==> src/rtl/wnsr_pkg.sv <==
`default_nettype none
// ----------------------------------------------------------------------------
// wnsr_pkg
// Shared constants and types for the wheel no-slip residual block.
// ----------------------------------------------------------------------------
package wnsr_pkg;

  localparam int CordicStages = 16;
  localparam int MaxStages = 24;
  localparam int AngW      = 32;
  localparam int CordW     = 40;

  localparam logic signed [CordW-1:0] CordX0 = 40'sd652032874;

  localparam logic [15:0] RstRadius = 16'd3630;
  localparam logic [15:0] RstHalfL  = 16'd8520;
  localparam logic [15:0] RstHalfW  = 16'd8684;
  localparam logic [15:0] RstCaster = 16'd328;
  localparam logic [15:0] RstHeight = 16'd1122;

  localparam logic [2:0] RegRadius = 3'd0;
  localparam logic [2:0] RegHalfL  = 3'd1;
  localparam logic [2:0] RegHalfW  = 3'd2;
  localparam logic [2:0] RegCaster = 3'd3;
  localparam logic [2:0] RegHeight = 3'd4;

  // Payload carried alongside the trig pipeline.
  typedef struct packed {
    logic [1:0]         wheel_index;
    logic signed [23:0] base_vx;
    logic signed [23:0] base_vy;
    logic signed [23:0] yaw_rate;
    logic signed [24:0] sw_rate;
    logic signed [23:0] roll_rate;
  } side_t;

  // Arctangent table in units of 2^-32 turn.
  function automatic logic [AngW-1:0] atan_turn(input int i);
    logic [AngW-1:0] r;
    unique case (i)
      0:  r = 32'd536870912;
      1:  r = 32'd316933406;
      2:  r = 32'd167458907;
      3:  r = 32'd85004756;
      4:  r = 32'd42667331;
      5:  r = 32'd21354465;
      6:  r = 32'd10679838;
      7:  r = 32'd5340245;
      8:  r = 32'd2670163;
      9:  r = 32'd1335087;
      10: r = 32'd667544;
      11: r = 32'd333772;
      12: r = 32'd166886;
      13: r = 32'd83443;
      14: r = 32'd41722;
      15: r = 32'd20861;
      16: r = 32'd10430;
      17: r = 32'd5215;
      18: r = 32'd2608;
      19: r = 32'd1304;
      20: r = 32'd652;
      21: r = 32'd326;
      22: r = 32'd163;
      23: r = 32'd81;
      default: r = '0;
    endcase
    return r;
  endfunction

endpackage
`default_nettype wire

==> src/rtl/wnsr_cordic_cell.sv <==
`default_nettype none
// ----------------------------------------------------------------------------
// wnsr_cordic_cell
// One registered CORDIC rotation stage for two angles in parallel.
// ----------------------------------------------------------------------------
module wnsr_cordic_cell #(
  parameter int Shift = 0
) (
  input  wire logic                             clk,
  input  wire logic                             en,
  input  wire logic signed [wnsr_pkg::CordW-1:0] xa_in,
  input  wire logic signed [wnsr_pkg::CordW-1:0] ya_in,
  input  wire logic        [wnsr_pkg::AngW-1:0]  pa_in,
  input  wire logic signed [wnsr_pkg::CordW-1:0] xb_in,
  input  wire logic signed [wnsr_pkg::CordW-1:0] yb_in,
  input  wire logic        [wnsr_pkg::AngW-1:0]  pb_in,
  output logic signed      [wnsr_pkg::CordW-1:0] xa,
  output logic signed      [wnsr_pkg::CordW-1:0] ya,
  output logic             [wnsr_pkg::AngW-1:0]  pa,
  output logic signed      [wnsr_pkg::CordW-1:0] xb,
  output logic signed      [wnsr_pkg::CordW-1:0] yb,
  output logic             [wnsr_pkg::AngW-1:0]  pb
);
  import wnsr_pkg::*;

  localparam logic [AngW-1:0] Atan = atan_turn(Shift);

  logic signed [CordW-1:0] dxa, dya, dxb, dyb;

  assign dxa = ya_in >>> Shift;
  assign dya = xa_in >>> Shift;
  assign dxb = yb_in >>> Shift;
  assign dyb = xb_in >>> Shift;

  always_ff @(posedge clk) begin
    if (en) begin
      if (!pa_in[AngW-1]) begin
        xa <= xa_in - dxa; ya <= ya_in + dya; pa <= pa_in - Atan;
      end else begin
        xa <= xa_in + dxa; ya <= ya_in - dya; pa <= pa_in + Atan;
      end
      if (!pb_in[AngW-1]) begin
        xb <= xb_in - dxb; yb <= yb_in + dyb; pb <= pb_in - Atan;
      end else begin
        xb <= xb_in + dxb; yb <= yb_in - dyb; pb <= pb_in + Atan;
      end
    end
  end

endmodule
`default_nettype wire

==> config.mk <==
export PLATFORM = sky130hd
export DESIGN_NAME = wnsr_cordic_cell
export DESIGN_NICKNAME = d
export VERILOG_FILES = /design/src/rtl/wnsr_pkg.sv /design/src/rtl/wnsr_cordic_cell.sv
export SDC_FILE = /design/constraint.sdc
export NUM_CORES = 1
export LEC_CHECK = 0
export ABC_AREA = 1
export BUFFER_PORTS_ARGS = -buffer_cell sky130_fd_sc_hd__buf_4
export CAP_MARGIN = 20
export CORE_MARGIN = 3
export CORE_UTILIZATION = 36
export DETAILED_ROUTE_END_ITERATION = 6
export PLACE_DENSITY = 0.55
export REMOVE_ABC_BUFFERS = 1
export SLEW_MARGIN = 20
export SYNTH_ARGS = -nofsm -noshare
export SYNTH_HDL_FRONTEND = slang
export SYNTH_SLANG_ARGS = --single-unit
==> constraint.sdc <==
create_clock -name clk -period 2 [get_ports clk]
set_clock_uncertainty 0.2 [all_clocks]
set_input_delay 0 -clock clk [delete_from_list [all_inputs] [get_ports clk]]
set_output_delay 0 -clock clk [all_outputs]
set_load 0.01 [all_outputs]
# Yosys cells after proc, flatten, opt, wreduce, memory -nomap -nowiden
# Index checks and enable logic that the tools add are counted.
[word_totals]
register_bits = 224
inputBits = 226
out_inout_bits = 224
elab_cells = 22
[op_classes]
add_sub_neg = 10
muxes = 6
[op_table]
columns = ["cell", "n"]
rows = [
  ["$mux 40", 4],
  ["$sub 40x40->40", 4],
  ["$add 40x40->40", 2],
  ["$add 32x30->32 const B", 2],
  ["$mux 32", 2],
  ["$sub 32x30->32 const B", 2],
]

# Longest topological paths before layout
# Gate-level depths: netlist of the first run.
[logic_depth]
word_depth = 2
ltp_mapped = 18
depth_no_buf = 17

# Worst setup path after synthesis of the first run
# OpenSTA, ideal clock, no wires.
[synth_timing]
path_kind = "input port to flip-flop"
startpoint = "input xb_in[0] in the netlist's numbering"
endpoint = "register xb[28] in the netlist's numbering (data pin)"
setup_ns = 0.254
arrival_ns = 1.504
t_required_ns = 1.546
slack_ns = 0.042
cell_stages = 11
n_path_buf = 0
cell_sequence = "inv_1 ha_1 fa_1 o21ai_1 a21oi_2 o21ai_1 nand2_1 nand2_1 nand2_1 nand3_1 nand2_1"
[synth_between]
elab_chain_cells = 2
word_cells_on_any_way = 3
cone_classes = "add/sub: 2; mux: 1"
[synth_rtl]
columns = ["element", "line_no", "text"]
rows = [
  ["start: declaration", "wnsr_cordic_cell.sv:14", "input wire logic signed [wnsr_pkg::CordW-1:0] xb_in,"],
  ["$sub 40x40->40 / $add 40x40->40 (equally long branches)", "wnsr_cordic_cell.sv:43, wnsr_cordic_cell.sv:45", ""],
  ["$mux 40 (*)", "wnsr_cordic_cell.sv:42", "if (!pb_in[AngW-1]) begin"],
  ["end signal: assignment", "wnsr_cordic_cell.sv:43", "xb <= xb_in - dxb; yb <= yb_in + dyb; pb <= pb_in - Atan;"],
  ["end signal: assignment", "wnsr_cordic_cell.sv:45", "xb <= xb_in + dxb; yb <= yb_in - dyb; pb <= pb_in + Atan;"],
  ["end: declaration", "wnsr_cordic_cell.sv:20", "output logic signed [wnsr_pkg::CordW-1:0] xb,"],
]
# Every way passes the cells marked *; elsewhere a longest branch is shown, timed or not.
# A chain may end at the register's enable or synchronous reset.

# Worst setup path in the final report of the first run
[layout_timing]
startpoint = "input xb_in[19] in the netlist's numbering"
endpoint = "register xb[36] in the netlist's numbering (data pin)"
# The elaborated chain is that of the path after synthesis.

==> results of run 1 <==
## power by group through the flow
stage               sequential [mW]  combinational (mW)  clock (mW)
global route                   6.21                11.1        5.52
CTS                            6.16                10.1        5.38
detailed placement             6.24                9.77           0
finish                         6.16                10.3        5.19
floorplan                      6.45                4.13           0
global placement               6.24                9.75           0
## state kept, by name, indices dropped and copies added, names as in the netlist
register / flops
pb: 32
yb: 39
xb: 40
xa: 39
pa: 32
ya: 40
## Yosys cell counts (6+ instances only)
library cell | n | share of area
nand2_1 | 1131 | 0.17
inv_1 | 595 | 0.088
nand3_1 | 351 | 0.069
nor2_1 | 281 | 0.041
a21oi_1 | 278 | 0.055
ha_1 | 234 | 0.12
edfxtp_1 | 222 | 0.26
o21ai_0 | 214 | 0.042
nor2_2 | 77 | 0.019
xor2_1 | 59 | 0.020
buf_4 | 58 | 0.017
nand2_2 | 50 | 0.012
o21ai_1 | 43 | 0.0085
inv_2 | 29 | 0.0043
nand4_1 | 27 | 0.0066
nor3_1 | 25 | 0.0049
nor2_4 | 20 | 0.0089
o21bai_1 | 18 | 0.0053
clkbuf_1 | 17 | 0.0025
a21oi_2 | 16 | 0.0055
buf_2 | 16 | 0.0031
buf_6 | 15 | 0.0066
o22ai_1 | 15 | 0.0037
nand3b_1 | 12 | 0.0035
a31oi_1 | 11 | 0.0027
fa_1 | 8 | 0.0063
nand2_4 | 8 | 0.0035
nand3_2 | 8 | 0.0031
or2_1 | 7 | 0.0017
and2_1 | 6 | 0.0015
o21a_1 | 6 | 0.0018
o21ai_2 | 6 | 0.0021
## per-layer routing
metal	up-vias	GRT usage	part of all wire
li1	15160	-	-
met4	0	0.1350	0.052
met1	13650	0.3482	0.42
met5	-	0	0
met2	854	0.5206	0.49
met3	206	0.02731	0.045
## per-stage QoR
step	cells	cell area (sq um)	total power, mW
CTS	6189	38050	21.69
floorplan	3775	24670	10.58
global route	6189	38150	22.87
finish	6189	38150	21.62
global placement	5969	35440	15.99
detailed placement	5969	35440	16.01
## area by class of cell
class                      count  area [sq um]  share of cell area
tap                          931          1165             0.03053
sequential                   222          6666              0.1747
inverter                     627          2354             0.06168
clock inverter                19         175.2            0.004591
timing repair buffer        1430         11280              0.2956
clock buffer                  34         765.7             0.02007
multi-input combinational   2926         15750              0.4128
## cells by family (layout without fill, tap and decap cells)
group / count (synthesis) / count (layout) / share of synthesized area
and+or+nand+nor: 2010 / 2010 / 0.3444
xor gates and xnor gates: 59 / 59 / 0.02032
AOI/OAI and AO/OA: 615 / 615 / 0.1293
adders and majority gates: 242 / 242 / 0.1214
DFF: 222 / 222 / 0.2621
buffers and inverters: 736 / 2110 / 0.1224
## layout by cell type, fill, tap and decap left out, drive strengths merged
cell type,instances
a21o,5
a21oi,294
a31oi,11
and2,9
buf,1263
bufinv,2
clkbuf,34
clkinv,16
clkinvlp,3
dlygate4sd3,167
edfxtp,222
fa,8
ha,234
inv,625
nand2,1189
nand3,359
nand3b,12
nand4,27
nor2,378
nor3,25
o211ai,3
o21a,6
o21ai,263
o21bai,18
o22ai,15
or2,11
xor2,59
## what timing repair did
item	in CTS	in global routing
hold buffers	167	0
hold endpoints to repair	422	0
resized for setup	0	32
endpoints found under the setup margin	0	44
## worst paths after layout
kind      start          endpoint  slack [ns]  cells past startpoint
max   xb_in[19]  xb[36]$_DFFE_PP_        0.07                     12
min    ya_in[2]   xa[2]$_DFFE_PP_       -0.02                      5
==> summary.txt, run 1 <==
Startpoint Class - primary input
Syn Area/Cell - 6.548 sq um
crit path DAT - 2.07 ns
global-route wire length before repair - 165,100 um
drt total wl - 111,400 um
drt first pass iters - 6
post-route DRC violation count - 0
crit-path most repeated cell - nand3_1
Cells after Synth - 3,884
P_leak - 19.87 nW
number of routed nets with antenna violations - 0
fillcell total - 6,942
Area Growth Syn to Fin - 50.02%
combinational group share of total power - 0.475
post-layout util - 0.5505
setup ws final - 0.07249 ns
hold_ws - -0.01608 ns
cell family with most CP delay - simple AND/OR/NAND/NOR gates
CTS sink cnt - 222
failing checks - negative hold slack
die area - 73,870 sq um
number of global-route vias before repair - 29,290
crit path capture type - register
antenna cells - 0
predominant post-synthesis flop cell - edfxtp_1
Clk pwr share - 0.240
final setup TNS - 0 ns
CTS H-Tree Depth - 1
routed vias - 29,870
CTS max path bufs - 3
site row count - 96
Final setup violation count - 0
Worst Setup Path Type - primary input to register
Power Dens Cells - 566.5 nW/um^2
worst path required time - 2.14 ns
pin count of the biggest net entering global routing - 81
Overflow after GRT - 0
Distinct cells, synth - 39
die height - 271.8 um
setup bufs post-CTS - 0
Synth Cell Area - 25,430 sq um
root buf cell - clkbuf_16
via/cell ratio - 4.826
relative slew slack - 0.5880
initial antenna violation count - 0
max-cap check violation count - 0
share of layout cells above drive strength 1 - 0.2957
total CTS buffers - 30
Hold Vio Cnt, Final - 1
P_sw - 8.143 mW
fin crit period - 1.928 ns
run status - complete, but fails checks
IO Count - 450
Post-DP HPWL - 94,060 um
Switching Fraction - 0.3767
asr flop ratio synth - 0
1st-iter DRT viols - 1,976
Tot GR Track Use - 0.2899
post-layout net count - 5,705
Post-synth EDFFs - 222
buffers plus inverters on the worst setup path - 3
Die W - 271.8 um
sequential share of power - 0.285
worst vdd ir - 0.8789 mV
Place WS - -0.5917 ns
warnings from Yosys - 0
routed length per instance - 18.00 um
peak per-stage delay on the critical path - 0.41 ns
Worst path slowest cell - ha_1
Hold Crit Class - primary input to register
routability cong. - 1.039
port bufs - 449
Core Region - 69,310 sq um
Worst-path clk slew - 0.05 ns
crit path cell chain - buf_4 -> inv_1 -> ha_1 -> buf_4 -> nand2_2 -> o21ai_0 -> a21oi_1 -> nand3_1 -> nand2_1 -> nand3_1 -> nand3_1 -> nand2_1
CTS tree - built
Slew Viols, Final - 0
RSZ-0062 raised after global routing - false
slew at the pin with the worst max-slew slack - 0.6115 ns
flops & latches, synth - 222
starting density of the core - 0.3669
cell internal pwr - 13.47 mW
Final Cycle Share - 0.9638
f_max - 518.8 MHz
Seq/Total Area, Yosys - 0.2621
largest fanout on the critical path - 8
Power figures use the tool's default switching activity.
==> run 2, diff against run 1 <==
- CORE_UTILIZATION: 36 -> 43
- PLACE_DENSITY: 0.55 -> 0.63
==> summary.txt, run 2 (synthesis gave the netlist of run 1 again) <==
CTS sink cnt - 222 (unchanged)
fin crit period - 1.957 ns (+0.02911 ns)
Hold Vio Cnt, Final - 2 (+1)
routed length per instance - 18.20 um (+1.1%)
worst vdd ir - 0.6528 mV (-26%)
site row count - 88 (-8.3%)
combinational group share of total power - 0.474 (about the same)
hold_ws - -0.009799 ns (+0.006279 ns)
1st-iter DRT viols - 2,029 (+2.7%)
Slew Viols, Final - 0 (unchanged)
starting density of the core - 0.4375 (+0.07051)
routed vias - 30,470 (+2.0%)
worst path required time - 2.13 ns (about the same)
Hold Crit Class - primary input to register
commonest non-fill, non-tap cell in the layout - buf_4
via/cell ratio - 5.090 (+5.5%)
f_max - 511.1 MHz (-1.5%)
total CTS buffers - 28 (-6.7%)
root buf cell - clkbuf_16
post-layout net count - 5,670 (-0.61%)
die height - 249.2 um (-8.3%)
commonest cells after routing, fill and taps aside - 1,220 x buf_4, 1,128 x nand2_1, 595 x inv_1
Clk pwr share - 0.238 (-0.002)
number of global-route vias before repair - 30,070 (+2.7%)
pin count of the biggest net entering global routing - 57 (-30%)
cell internal pwr - 13.31 mW (-1.2%)
port bufs - 449 (unchanged)
Post-DP HPWL - 90,640 um (-3.6%)
drt total wl - 108,900 um (-2.2%)
placed cells - 5,772 (-3.3%)
largest fanout on the critical path - 3 (-5)
run status - complete, but fails checks
antenna cells - 0 (unchanged)
die area - 62,100 sq um (-16%)
finished layout cell area - 37,680 sq um (-1.2%)
post-route DRC violation count - 0 (unchanged)
fin cells - 5,986 (-3.3%)
Die W - 249.2 um (-8.3%)
sequential share of power - 0.287 (+0.002)
relative slew slack - 0.6131 (+0.02507)
Startpoint Class - primary input
CTS max path bufs - 3 (unchanged)
max-cap check violation count - 0 (unchanged)
area post-placement - 35,020 sq um (-1.2%)
crit path DAT - 2.09 ns (+0.02 ns)
Overflow after GRT - 0 (unchanged)
share of layout cells above drive strength 1 - 0.2917 (-0.004033)
CTS tree - built
initial antenna violation count - 0 (unchanged)
Core Region - 58,140 sq um (-16%)
top flop regs - xb x40, ya x40
final setup TNS - 0 ns (unchanged)
global-route wire length before repair - 164,800 um (-0.15%)
Hold Crit Depth - 7 (+2)
Total Power - 21.38 mW (-1.1%)
Final setup violation count - 0 (unchanged)
CTS H-Tree Depth - 1 (unchanged)
IO Count - 450 (unchanged)
routability cong. - 1.087 (+4.7%)
number of routed nets with antenna violations - 0 (unchanged)
P_leak - 19.75 nW (-0.61%)
P_sw - 8.071 mW (-0.88%)
Power Dens Cells - 567.4 nW/um^2 (+0.15%)
Switching Fraction - 0.3775 (+0.0007654)
Tot GR Track Use - 0.3379 (+0.04794)
Worst Setup Path Type - primary input to register
Final Cycle Share - 0.9783 (+0.01456)
drt first pass iters - 6 (unchanged)
Worst-path clk slew - 0.06 ns (about the same)
Area Growth Syn to Fin - 48.17%
slew at the pin with the worst max-slew slack - 0.5743 ns (-0.03722 ns)
failing checks - negative hold slack
crit path capture type - register
run 2: changes by cell type in the layout (fill, tap and decap cells not counted), moves of 2 or more:
cell           previous run  this run
ha_2                     14         7
clkbuf_16                30        28
nor2_4                   22        20
clkinv_2                  3         6
clkinvlp_4                3         1
buf_12                    9        11
clkbuf_1                  4         0
o21ai_0                 213       210
buf_4                  1252      1220
nor2_1                  275       277
ha_1                    219       225
dlygate4sd3_1           167       164
run 2: final timing paths:
check	endpoint	start	slack, ns
min	xb[36]$_DFFE_PP_	yb_in[36]	-0.01
max	xb[1]$_DFFE_PP_	xb_in[0]	0.04
run 2: repair_timing:
item,4_1_cts,5_1_grt
gates resized for setup,0,32
buffers inserted,0,0
endpoints found under the hold margin,430,0
setup endpoints to repair,0,19
hold buffers,165,0
run 2: power groups by stage:
| stage | Sequential, mW | Combinational [mW] | Clock, mW |
|---|---|---|---|
| after detailed placement | 6.22 | 9.58 | 0 |
| after floorplan | 6.45 | 4.13 | 0 |
| after CTS | 6.13 | 9.95 | 5.19 |
| final | 6.14 | 10.1 | 5.10 |
| after global placement | 6.21 | 9.51 | 0 |
| after global routing | 6.19 | 11.0 | 5.34 |
run 2: area by class of cell:
cell class,instances,area [sq um]
Clock inverter,21,196.4
Tap cell,765,957.2
Sequential cell,222,6666
Timing Repair Buffer,1397,11050
Multi-Input combinational cell,2926,15760
Clock buffer,28,700.7
Fill cell,5523,20450
Inverter,627,2354
run 2: worst max-delay path, cell delays in order:
cell           delay, ns
buf_4               0.13
ha_1                0.22
fa_1                0.44
dlygate4sd3_1       0.60
nand2_1             0.07
o21ai_0             0.07
dlygate4sd3_1       0.57
run 2: metal layers:
layer  vias up  global-route usage  part of all wire
li1      15080                   -                 -
met1     13880              0.4019              0.39
met2      1205              0.5889              0.48
met3       308             0.03592             0.063
met4         0              0.1999             0.072
met5         -                   0                 0
run 2: per-stage QoR:
stage / util / worst slack [ns]
final: 0.6482 / 0.04337
after global routing: 0.6482 / -0.04171
after CTS: 0.6463 / 0.03182
after detailed placement: 0.6024 / -0.4580
after global placement: 0.6024 / -0.4569
after floorplan: - / -0.001701
